===== config.mk =====
export PLATFORM = sky130hd
export DESIGN_NAME = scaled_glyph_text_renderer
export DESIGN_NICKNAME = d
export VERILOG_FILES = /design/src/rtl/core/sgtr_pkg.sv /design/src/rtl/core/scaled_glyph_text_renderer.sv /design/src/rtl/core/sgtr_ram.sv /design/src/rtl/core/sgtr_front.sv /design/src/rtl/core/sgtr_queue.sv /design/src/rtl/core/sgtr_back.sv
export SDC_FILE = /design/constraint.sdc
export NUM_CORES = 2
export LEC_CHECK = 0
export BUFFER_PORTS_ARGS = -buffer_cell sky130_fd_sc_hd__clkbuf_2
export CAP_MARGIN = 40
export CORE_MARGIN = 5
export CORE_UTILIZATION = 30
export CTS_CLUSTER_DIAMETER = 60
export CTS_CLUSTER_SIZE = 8
export DETAILED_ROUTE_END_ITERATION = 10
export PLACE_DENSITY = 0.42
export SETUP_SLACK_MARGIN = 0.1
export SLEW_MARGIN = 10
export SYNTH_ARGS = -nofsm -noshare
export SYNTH_HDL_FRONTEND = slang
export SYNTH_HIERARCHICAL = 1
export SYNTH_SLANG_ARGS = --single-unit
export TNS_END_PERCENT = 10

===== constraint.sdc =====
create_clock -name clk -period 5.69 [get_ports clk]
set_input_delay 0 -clock clk [delete_from_list [all_inputs] [get_ports clk]]
set_output_delay 0 -clock clk [all_outputs]
set_load 0.01 [all_outputs]

===== src/rtl/core/sgtr_pkg.sv =====
package sgtr_pkg;

  localparam int GLYPH_COUNT  = 94;
  localparam int GLYPH_ROWS   = 5;
  localparam int GLYPH_COLS   = 5;
  localparam int MAX_SCALE    = 8;
  localparam int FIRST_CODE   = 33;
  localparam int CELL_PITCH   = 6;
  localparam int CODE_NEWLINE = 10;
  localparam int CODE_SPACE   = 32;
  localparam int STORE_DEPTH  = 512;
  localparam int STORE_AW     = $clog2(STORE_DEPTH);
  localparam int MASK_W       = GLYPH_COLS * MAX_SCALE;
  localparam int QUEUE_DEPTH  = 4;
  localparam int IN_W         = 56;
  localparam int OUT_W        = 104;

  localparam logic [1:0] CMD_ORIGIN = 2'd0;
  localparam logic [1:0] CMD_DRAW   = 2'd1;
  localparam logic [1:0] CMD_LOAD   = 2'd2;

  localparam logic [1:0] REG_SCALE_H = 2'd0;
  localparam logic [1:0] REG_SCALE_V = 2'd1;
  localparam logic [1:0] REG_COLOR   = 2'd2;

  typedef enum logic [2:0] {
    K_ORIGIN,
    K_LOAD,
    K_NEWLINE,
    K_SPACE,
    K_DRAW
  } kind_t;

  typedef enum logic {
    BK_IDLE,
    BK_EMIT
  } bk_state_t;

  typedef struct packed {
    kind_t                kind;
    logic [15:0]          x;
    logic [15:0]          y;
    logic [STORE_AW-1:0]  addr;
    logic [4:0]           bits;
  } q_entry_t;

  // Each set glyph column becomes a run of sx set bits.
  function automatic logic [MASK_W-1:0] widen_row(input logic [4:0] bits,
                                                  input logic [3:0] sx);
    logic [MASK_W-1:0] mask;
    logic [MASK_W-1:0] run;
    logic [5:0]        sh;
    mask = '0;
    run  = (MASK_W'(1) << sx) - MASK_W'(1);
    for (int c = 0; c < GLYPH_COLS; c++) begin
      sh = 6'(c) * {2'b00, sx};
      if (bits[c]) begin
        mask = mask | (run << sh);
      end
    end
    return mask;
  endfunction

endpackage


===== src/rtl/core/scaled_glyph_text_renderer.sv =====
// A drawn character's first row write passes through the queue, the registered glyph store
// read and the output register after its request is accepted.
// The row generator writes the 5 * scale_vertical rows of a drawn character, one row write
// per cycle while out_tready does not stall it; every other request is taken in its idle
// state; a four-entry queue lets requests be accepted while rows are being written.
// Reset (synchronous, active low) clears the cursor and the queue, sets both scales to one
// and the color to all ones; the glyph store is not cleared and must be loaded before use.
module scaled_glyph_text_renderer (
  input  logic                        clk,
  input  logic                        rst_n,
  input  logic                        cfg_wr_en,
  input  logic [1:0]                  cfg_index,
  input  logic [31:0]                 cfg_wdata,
  input  logic                        in_tvalid,
  output logic                        in_tready,
  // command
  input  logic [1:0]                  in_tuser,
  // char_code, origin_x, origin_y, glyph_row_index, glyph_row_bits
  input  logic [sgtr_pkg::IN_W-1:0]   in_tdata,
  output logic                        out_tvalid,
  input  logic                        out_tready,
  // row_x, row_y, row_mask, color
  output logic [sgtr_pkg::OUT_W-1:0]  out_tdata,
  output logic                        out_tlast
);

  logic [3:0]  scale_h_r;
  logic [3:0]  scale_v_r;
  logic [31:0] color_r;
  logic [3:0]  sx;
  logic [3:0]  sy;

  logic               q_push;
  logic               q_pop;
  logic               q_full;
  logic               q_empty;
  sgtr_pkg::q_entry_t q_in;
  sgtr_pkg::q_entry_t q_head;

  logic [15:0]                 row_x;
  logic [15:0]                 row_y;
  logic [sgtr_pkg::MASK_W-1:0] row_mask;
  logic [31:0]                 row_color;

  always_ff @(posedge clk) begin
    if (!rst_n) begin
      scale_h_r <= 4'd1;
      scale_v_r <= 4'd1;
      color_r   <= 32'hFFFF_FFFF;
    end else if (cfg_wr_en) begin
      case (cfg_index)
        sgtr_pkg::REG_SCALE_H: scale_h_r <= cfg_wdata[3:0];
        sgtr_pkg::REG_SCALE_V: scale_v_r <= cfg_wdata[3:0];
        sgtr_pkg::REG_COLOR:   color_r   <= cfg_wdata;
        default: begin
          color_r <= color_r;
        end
      endcase
    end
  end

  // A scale of zero acts as one and values past the maximum saturate.
  always_comb begin
    sx = scale_h_r;
    sy = scale_v_r;
    if (scale_h_r == 4'd0) begin
      sx = 4'd1;
    end else if (scale_h_r > 4'(sgtr_pkg::MAX_SCALE)) begin
      sx = 4'(sgtr_pkg::MAX_SCALE);
    end
    if (scale_v_r == 4'd0) begin
      sy = 4'd1;
    end else if (scale_v_r > 4'(sgtr_pkg::MAX_SCALE)) begin
      sy = 4'(sgtr_pkg::MAX_SCALE);
    end
  end

  sgtr_front u_front (
    .in_tvalid(in_tvalid),
    .in_tready(in_tready),
    .in_tuser (in_tuser),
    .in_tdata (in_tdata),
    .q_full   (q_full),
    .q_push   (q_push),
    .q_entry  (q_in)
  );

  sgtr_queue u_queue (
    .clk       (clk),
    .rst_n     (rst_n),
    .push      (q_push),
    .push_entry(q_in),
    .pop       (q_pop),
    .head      (q_head),
    .full      (q_full),
    .empty     (q_empty)
  );

  sgtr_back u_back (
    .clk       (clk),
    .rst_n     (rst_n),
    .sx        (sx),
    .sy        (sy),
    .color     (color_r),
    .q_head    (q_head),
    .q_empty   (q_empty),
    .q_pop     (q_pop),
    .out_tvalid(out_tvalid),
    .out_tready(out_tready),
    .out_x     (row_x),
    .out_y     (row_y),
    .out_mask  (row_mask),
    .out_color (row_color),
    .out_last  (out_tlast)
  );

  assign out_tdata = {row_color, row_mask, row_y, row_x};

endmodule


===== src/rtl/core/sgtr_ram.sv =====
module sgtr_ram #(
  parameter int WIDTH = 5,
  parameter int DEPTH = 512
) (
  input  logic                     clk,
  input  logic                     wr_en,
  input  logic [$clog2(DEPTH)-1:0] wr_addr,
  input  logic [WIDTH-1:0]         wr_data,
  input  logic                     rd_en,
  input  logic [$clog2(DEPTH)-1:0] rd_addr,
  output logic [WIDTH-1:0]         rd_data
);

  logic [WIDTH-1:0] mem [DEPTH];
  logic [WIDTH-1:0] rd_data_r;

  always_ff @(posedge clk) begin
    if (wr_en) begin
      mem[wr_addr] <= wr_data;
    end
    if (rd_en) begin
      rd_data_r <= mem[rd_addr];
    end
  end

  assign rd_data = rd_data_r;

endmodule


===== src/rtl/core/sgtr_front.sv =====
module sgtr_front (
  input  logic                        in_tvalid,
  output logic                        in_tready,
  input  logic [1:0]                  in_tuser,
  input  logic [sgtr_pkg::IN_W-1:0]   in_tdata,
  input  logic                        q_full,
  output logic                        q_push,
  output sgtr_pkg::q_entry_t          q_entry
);

  logic [1:0]  command;
  logic [7:0]  char_code;
  logic [6:0]  glyph_num;
  logic        keep;

  assign command   = in_tuser;
  assign char_code = in_tdata[7:0];
  assign glyph_num = 7'(char_code - 8'(sgtr_pkg::FIRST_CODE));

  always_comb begin
    keep          = 1'b0;
    q_entry.kind  = sgtr_pkg::K_ORIGIN;
    q_entry.x     = in_tdata[23:8];
    q_entry.y     = in_tdata[39:24];
    q_entry.addr  = in_tdata[48:40];
    q_entry.bits  = in_tdata[53:49];
    case (command)
      sgtr_pkg::CMD_ORIGIN: begin
        keep = 1'b1;
      end
      sgtr_pkg::CMD_LOAD: begin
        keep         = 1'b1;
        q_entry.kind = sgtr_pkg::K_LOAD;
      end
      sgtr_pkg::CMD_DRAW: begin
        q_entry.addr = sgtr_pkg::STORE_AW'(glyph_num) *
                       sgtr_pkg::STORE_AW'(sgtr_pkg::GLYPH_ROWS);
        if (char_code == 8'(sgtr_pkg::CODE_NEWLINE)) begin
          keep         = 1'b1;
          q_entry.kind = sgtr_pkg::K_NEWLINE;
        end else if (char_code == 8'(sgtr_pkg::CODE_SPACE)) begin
          keep         = 1'b1;
          q_entry.kind = sgtr_pkg::K_SPACE;
        end else if ({1'b0, char_code} >= 9'(sgtr_pkg::FIRST_CODE) &&
                     {1'b0, char_code} <
                     9'(sgtr_pkg::FIRST_CODE + sgtr_pkg::GLYPH_COUNT)) begin
          keep         = 1'b1;
          q_entry.kind = sgtr_pkg::K_DRAW;
        end
      end
      default: begin
        keep = 1'b0;
      end
    endcase
  end

  assign in_tready = !q_full;
  assign q_push    = in_tvalid && !q_full && keep;

endmodule


===== src/rtl/core/sgtr_queue.sv =====
module sgtr_queue (
  input  logic               clk,
  input  logic               rst_n,
  input  logic               push,
  input  sgtr_pkg::q_entry_t push_entry,
  input  logic               pop,
  output sgtr_pkg::q_entry_t head,
  output logic               full,
  output logic               empty
);

  localparam int PW = $clog2(sgtr_pkg::QUEUE_DEPTH);

  sgtr_pkg::q_entry_t entries_r [sgtr_pkg::QUEUE_DEPTH];
  logic [PW-1:0]      wr_ptr_r;
  logic [PW-1:0]      rd_ptr_r;
  logic [PW:0]        count_r;
  logic               do_push;
  logic               do_pop;

  assign full    = (count_r == (PW+1)'(sgtr_pkg::QUEUE_DEPTH));
  assign empty   = (count_r == '0);
  assign do_push = push && !full;
  assign do_pop  = pop && !empty;
  assign head    = entries_r[rd_ptr_r];

  always_ff @(posedge clk) begin
    if (do_push) begin
      entries_r[wr_ptr_r] <= push_entry;
    end
    if (!rst_n) begin
      wr_ptr_r <= '0;
      rd_ptr_r <= '0;
      count_r  <= '0;
    end else begin
      if (do_push) begin
        wr_ptr_r <= wr_ptr_r + PW'(1);
      end
      if (do_pop) begin
        rd_ptr_r <= rd_ptr_r + PW'(1);
      end
      if (do_push && !do_pop) begin
        count_r <= count_r + (PW+1)'(1);
      end else if (do_pop && !do_push) begin
        count_r <= count_r - (PW+1)'(1);
      end
    end
  end

endmodule


===== src/rtl/core/sgtr_back.sv =====
module sgtr_back (
  input  logic                          clk,
  input  logic                          rst_n,
  input  logic [3:0]                    sx,
  input  logic [3:0]                    sy,
  input  logic [31:0]                   color,
  input  sgtr_pkg::q_entry_t            q_head,
  input  logic                          q_empty,
  output logic                          q_pop,
  output logic                          out_tvalid,
  input  logic                          out_tready,
  output logic [15:0]                   out_x,
  output logic [15:0]                   out_y,
  output logic [sgtr_pkg::MASK_W-1:0]   out_mask,
  output logic [31:0]                   out_color,
  output logic                          out_last
);

  sgtr_pkg::bk_state_t state_r, state_nxt;

  logic [15:0] cursor_x_r, cursor_x_nxt;
  logic [15:0] cursor_y_r, cursor_y_nxt;
  logic [15:0] line_x_r, line_x_nxt;
  logic [sgtr_pkg::STORE_AW-1:0] base_r, base_nxt;
  logic [2:0]  grp_r, grp_nxt;
  logic [2:0]  sub_r, sub_nxt;
  logic [15:0] row_y_r, row_y_nxt;

  logic        out_valid_r;
  logic [15:0] out_x_r;
  logic [15:0] out_y_r;
  logic [sgtr_pkg::MASK_W-1:0] out_mask_r;
  logic [31:0] out_color_r;
  logic        out_last_r;

  logic        out_free;
  logic        out_load;
  logic        last_sub;
  logic        last_grp;
  logic        ram_we;
  logic        ram_re;
  logic [sgtr_pkg::STORE_AW-1:0] ram_raddr;
  logic [4:0]  ram_rdata;
  logic [15:0] step_x;
  logic [15:0] step_y;

  sgtr_ram #(
    .WIDTH(5),
    .DEPTH(sgtr_pkg::STORE_DEPTH)
  ) u_store (
    .clk    (clk),
    .wr_en  (ram_we),
    .wr_addr(q_head.addr),
    .wr_data(q_head.bits),
    .rd_en  (ram_re),
    .rd_addr(ram_raddr),
    .rd_data(ram_rdata)
  );

  assign out_free = !out_valid_r || out_tready;
  assign last_sub = ({1'b0, sub_r} == sy - 4'd1);
  assign last_grp = (grp_r == 3'(sgtr_pkg::GLYPH_ROWS - 1));
  assign step_x   = 16'(sx) * 16'(sgtr_pkg::CELL_PITCH);
  assign step_y   = 16'(sy) * 16'(sgtr_pkg::CELL_PITCH);

  always_comb begin
    state_nxt = state_r;
    case (state_r)
      sgtr_pkg::BK_IDLE: begin
        if (!q_empty && q_head.kind == sgtr_pkg::K_DRAW) begin
          state_nxt = sgtr_pkg::BK_EMIT;
        end
      end
      sgtr_pkg::BK_EMIT: begin
        if (out_free && last_sub && last_grp) begin
          state_nxt = sgtr_pkg::BK_IDLE;
        end
      end
      default: begin
        state_nxt = sgtr_pkg::BK_IDLE;
      end
    endcase
  end

  always_comb begin
    q_pop        = 1'b0;
    ram_we       = 1'b0;
    ram_re       = 1'b0;
    ram_raddr    = q_head.addr;
    out_load     = 1'b0;
    cursor_x_nxt = cursor_x_r;
    cursor_y_nxt = cursor_y_r;
    line_x_nxt   = line_x_r;
    base_nxt     = base_r;
    grp_nxt      = grp_r;
    sub_nxt      = sub_r;
    row_y_nxt    = row_y_r;
    case (state_r)
      sgtr_pkg::BK_IDLE: begin
        if (!q_empty) begin
          q_pop = 1'b1;
          case (q_head.kind)
            sgtr_pkg::K_ORIGIN: begin
              cursor_x_nxt = q_head.x;
              line_x_nxt   = q_head.x;
              cursor_y_nxt = q_head.y;
            end
            sgtr_pkg::K_LOAD: begin
              ram_we = 1'b1;
            end
            sgtr_pkg::K_NEWLINE: begin
              cursor_y_nxt = cursor_y_r + step_y;
              cursor_x_nxt = line_x_r;
            end
            sgtr_pkg::K_SPACE: begin
              cursor_x_nxt = cursor_x_r + step_x;
            end
            sgtr_pkg::K_DRAW: begin
              ram_re    = 1'b1;
              base_nxt  = q_head.addr;
              grp_nxt   = '0;
              sub_nxt   = '0;
              row_y_nxt = cursor_y_r;
            end
            default: begin
              q_pop = 1'b1;
            end
          endcase
        end
      end
      sgtr_pkg::BK_EMIT: begin
        ram_raddr = base_r + sgtr_pkg::STORE_AW'(grp_r) + sgtr_pkg::STORE_AW'(1);
        if (out_free) begin
          out_load  = 1'b1;
          row_y_nxt = row_y_r + 16'd1;
          if (last_sub) begin
            sub_nxt = '0;
            grp_nxt = grp_r + 3'd1;
            ram_re  = !last_grp;
            if (last_grp) begin
              cursor_x_nxt = cursor_x_r + step_x;
            end
          end else begin
            sub_nxt = sub_r + 3'd1;
          end
        end
      end
      default: begin
        q_pop = 1'b0;
      end
    endcase
  end

  always_ff @(posedge clk) begin
    base_r  <= base_nxt;
    grp_r   <= grp_nxt;
    sub_r   <= sub_nxt;
    row_y_r <= row_y_nxt;
    if (out_load) begin
      out_x_r     <= cursor_x_r;
      out_y_r     <= row_y_r;
      out_mask_r  <= sgtr_pkg::widen_row(ram_rdata, sx);
      out_color_r <= color;
      out_last_r  <= last_sub && last_grp;
    end
    if (!rst_n) begin
      state_r     <= sgtr_pkg::BK_IDLE;
      cursor_x_r  <= '0;
      cursor_y_r  <= '0;
      line_x_r    <= '0;
      out_valid_r <= 1'b0;
    end else begin
      state_r    <= state_nxt;
      cursor_x_r <= cursor_x_nxt;
      cursor_y_r <= cursor_y_nxt;
      line_x_r   <= line_x_nxt;
      if (out_load) begin
        out_valid_r <= 1'b1;
      end else if (out_tready) begin
        out_valid_r <= 1'b0;
      end
    end
  end

  assign out_tvalid = out_valid_r;
  assign out_x      = out_x_r;
  assign out_y      = out_y_r;
  assign out_mask   = out_mask_r;
  assign out_color  = out_color_r;
  assign out_last   = out_last_r;

endmodule


==> flow_summary_export.csv <==
group,metric,value,unit
synth,syn_inst,7658,
timing,slew_headroom,25.4,%
critical_path,r2r_cells,14,
die,fp.coreArea,420000,um2
drt,ant_nets,0,
clock_network,tritoncts,"built",
timing,rsz0062_at_grt,"no",
synth,synthTopCellsByArea,"edfxtp_1 (69%), mux4_2 (8.1%), mux2i_1 (4.1%), nor2_1 (2.1%), o221ai_1 (1.6%)",
timing,drv_slew,0,
finish,synthToLayoutAreaGrowth,17.7,%
drt,route.detailed.drc,0,
clock_network,cts_num_sinks,2996,
min_path,hold-path-endpoint,"u_queue/entries_r[1][13]",
synth,avgSynthCellArea,16.5,um2
die,dieArea,435000,um2
global_routing,antenna_found_initial,10,
global_routing,grt_max_degree,182,
min_path,hold_start,"in_tdata[48]",
timing,fmax,195,MHz
placed_design,place_congestion,0.953,
synth,synth_compound_area_share,7.29,%
power,p_leak,47.9,nW
clock_network,cts_buffers,420,
global_routing,grt_pass1_vias,76100,
synth,synthXorXnorAreaFrac,0.383,%
drt,via_per_inst,5.30,
synth,ys.flop_type,"edfxtp_1",
timing,tns,0,ps
global_routing,grt_first_pass_wirelength,572000,um
die,ioPinCount,204,
synth,synth_common_cells,"edfxtp_1 (2,897), nor2_1 (720), mux2i_1 (521)",
synth,synth_top_area_cell,"edfxtp_1",
synth,yosysWarnings,6,
die,initial_core_util,30.1,%
synth,async_flop_share,0,%
clock_network,htreeDepth,5,
power,powerDensity,430,nW/um2
min_path,hp-class,"input pin to register",
clock_network,ctsResizeCount,0,
finish,num-nets-final,8438,
synth,syn_nets,7818,
synth,yosys_register_bits,2996,
timing,tightest_slew,1120,ps
timing,hold_violations,0,
synth,synth_cell_types,116,
critical_path,crit_fanout,41,
die,die_x,660,um
critical_path,crit_chain,"o21ba_2, nor2_4, buf_4, ha_1, or2_2, a211oi_1, ha_1, nor2b_1, nor3_1, a31oi_1, o22ai_1, a2111oi_0, buf_4, nand3_1",
global_routing,use_met2,29.8,%
critical_path,timing.rr.start,"scale_h_r[0]",
synth,syn_area,127000,um2
die,die_height,660,um
critical_path,worst_ep_arrival_time,5770,ps
critical_path,cp.required,6340,ps
synth,yosys.area_share.simple,5.86,%
drt,vias,74300,
timing,min_period,5120,ps
job,drv_cap,0,
drt,dr.first_iter.drc_count,6592,
critical_path,crit_path_max_incr_delay,620,ps
drt,wl,399000,um
die,num_rows,238,
timing,period_share,90.0,%
global_routing,grt-busiest-layer,"met2",
finish,final_cells,14000,
clock_network,clockBufferDepth,4,
synth,synth_top_area_share,68.7,%
clock_network,clock_latency,990,ps
critical_path,rrSetupSlack,570,ps
synth,synthAdderAreaFrac,0.664,%
global_routing,grtUsageTotal,17.8,%
global_routing,grt_util_met3,2.70,%
placed_design,port_buffers,201,
synth,synth_top_family_by_area,"multiplexers",
placed_design,placedCellCount,13300,
clock_network,clkSlewWorstSetupHoldPaths,50,ps
clock_network,clockRootBuffer,"clkbuf_16",
critical_path,critPathLaunchType,"register",
placed_design,dp_hpwl,252000,um
timing,fin_skew,117,ps
power,max-vdd-ir-drop,342,uV
synth,ys_seq_area_share,70.3,%
critical_path,worstSetupPathType,"register to register",
finish,drive_gt1_share,18.9,%
drt,drtPass1Iterations,7,
outcome,status,"complete, no violations",
timing,setup_violations,0,
synth,synth_edf_count,2897,
min_path,holdPathStages,4,
critical_path,cp_slowest_cell,"a2111oi_0",
global_routing,met1_usage,24.0,%
synth,synth.most_common_cell,"edfxtp_1",
critical_path,end_kind,"register",
drt,wl_per_cell,28.5,um
critical_path,r2r_end,"u_back/out_mask[23]",
global_routing,grt_overflow,0,
synth,synthMuxAreaShare,12.7,%
-- report_power, final --
part | switching, mW | internal (mW) | total (mW)
sequential | 0.240 | 25.8 | 26.1
combinational | 10.2 | 5.41 | 15.6
clock | 9.03 | 13.3 | 22.4
total | 19.5 | 44.6 | 64.1
-- timing repair --
action                                 4_1_cts  5_1_grt
hold buffers                               240        0
buffers inserted                             0        0
endpoints found under the hold margin      295        0
-- worst max-delay path by stage --
stage / to / slack (ps) / start / cells past startpoint
CTS: u_back/u_store/rd_data[3] / 610 / register / 11
detailed placement: u_back/u_store/rd_data[3] / 650 / u_back/grp_r[0] / 14
global route: u_back/u_store/rd_data[3] / 560 / u_back/grp_r[0] / 14
floorplan: u_back/out_mask[39] / 530 / scale_h_r[1] / 23
global placement: u_back/u_store/rd_data[3] / 730 / u_back/grp_r[0] / 14
finish: u_back/out_mask[23] / 570 / scale_h_r[0] / 14
-- metrics by stage --
step | hold slack [ps] | instance area, um2 | setup WS, ps | power, mW | util, %
2_1_floorplan | 162 | 127000 | 527 | 36.3 | -
3_3_place_gp | 216 | 135000 | 733 | 42.0 | 32.1
3_5_place_dp | 223 | 135000 | 647 | 42.1 | 32.1
4_1_cts | 2.21 | 149000 | 613 | 64.9 | 35.4
5_1_grt | 67.0 | 149000 | 561 | 66.6 | 35.5
6_report | 48.0 | 149000 | 570 | 64.1 | 35.5
-- flip-flops by register name, indices dropped and copies added, names as in the netlist, 2 cells and up, named ones only --
name                    count
color_r                    32
scale_h_r                   4
scale_v_r                   4
u_back/base_r               9
u_back/cursor_x_r          16
u_back/cursor_y_r          16
u_back/grp_r                3
u_back/line_x_r            16
u_back/out_color           32
u_back/out_mask            40
u_back/out_x               16
u_back/out_y               16
u_back/row_y_r             16
u_back/sub_r                3
u_back/u_store/mem       2560
u_back/u_store/rd_data      5
u_queue/count_r             3
u_queue/entries_r         196
u_queue/rd_ptr_r            2
u_queue/wr_ptr_r            2
-- kinds of logic (layout without fill, tap and decap cells) --
| group | count (synthesis) | after routing |
|---|---|---|
| AOI/OAI and AO/OA | 1286 | 1286 |
| xor gates and xnor gates | 52 | 52 |
| adders and majority gates | 63 | 63 |
| buffers and inverters | 658 | 1378 |
| DFF | 2996 | 2996 |
| muxes | 1005 | 1005 |
| other | 0 | 3 |
| and+or+nand+nor | 1598 | 1598 |
-- layer usage --
layer / up-vias / part of all wire, %
li1: 32000 / -
met1: 39000 / 43
met2: 2624 / 49
met3: 693 / 5.7
met4: 6 / 3.0
met5: - / 0.010
-- worst max-delay path: cells and delay by family (launching register included) --
| kind | cells | cell delay (ps) |
|---|---|---|
| adder cells (fa/ha/maj) | 2 | 850 |
| flip-flops | 1 | 300 |
| buffers and inverters | 2 | 490 |
| AND/OR/NAND/NOR | 5 | 1020 |
| AO/OA/AOI/OAI | 5 | 2160 |
-- layout by cell type, fill, tap and decap left out, types with 30 or more instances in the layout --
master,instances
edfxtp_1,2897
nor2_1,718
mux2i_1,521
mux4_2,451
clkbuf_16,422
nand2_1,324
a21oi_1,268
buf_4,257
dlygate4sd3_1,240
o221ai_1,232
clkbuf_2,200
o21ai_0,166
o22ai_1,143
nor3_1,114
dfxtp_1,95
nand3_1,83
inv_1,79
buf_12,62
clkbuf_1,59
ha_1,56
a211oi_1,55
o211ai_1,46
nand4_1,39
nand4b_1,32
o211ai_2,32
and3_1,32
nor4_1,30
-- layout make-up --
cell class              count  area (um2)
diodes                      3        7.51
flip-flops and latches   2996       89000
inverters                  88         340
clock inverters            40         711
clock buffers             482       10800
multi-input cells        4004       34300
repair buffers            768        6770
fillers                 39700      271000
well taps                5640        7060
No activity file was read; power rests on OpenSTA's default activity.
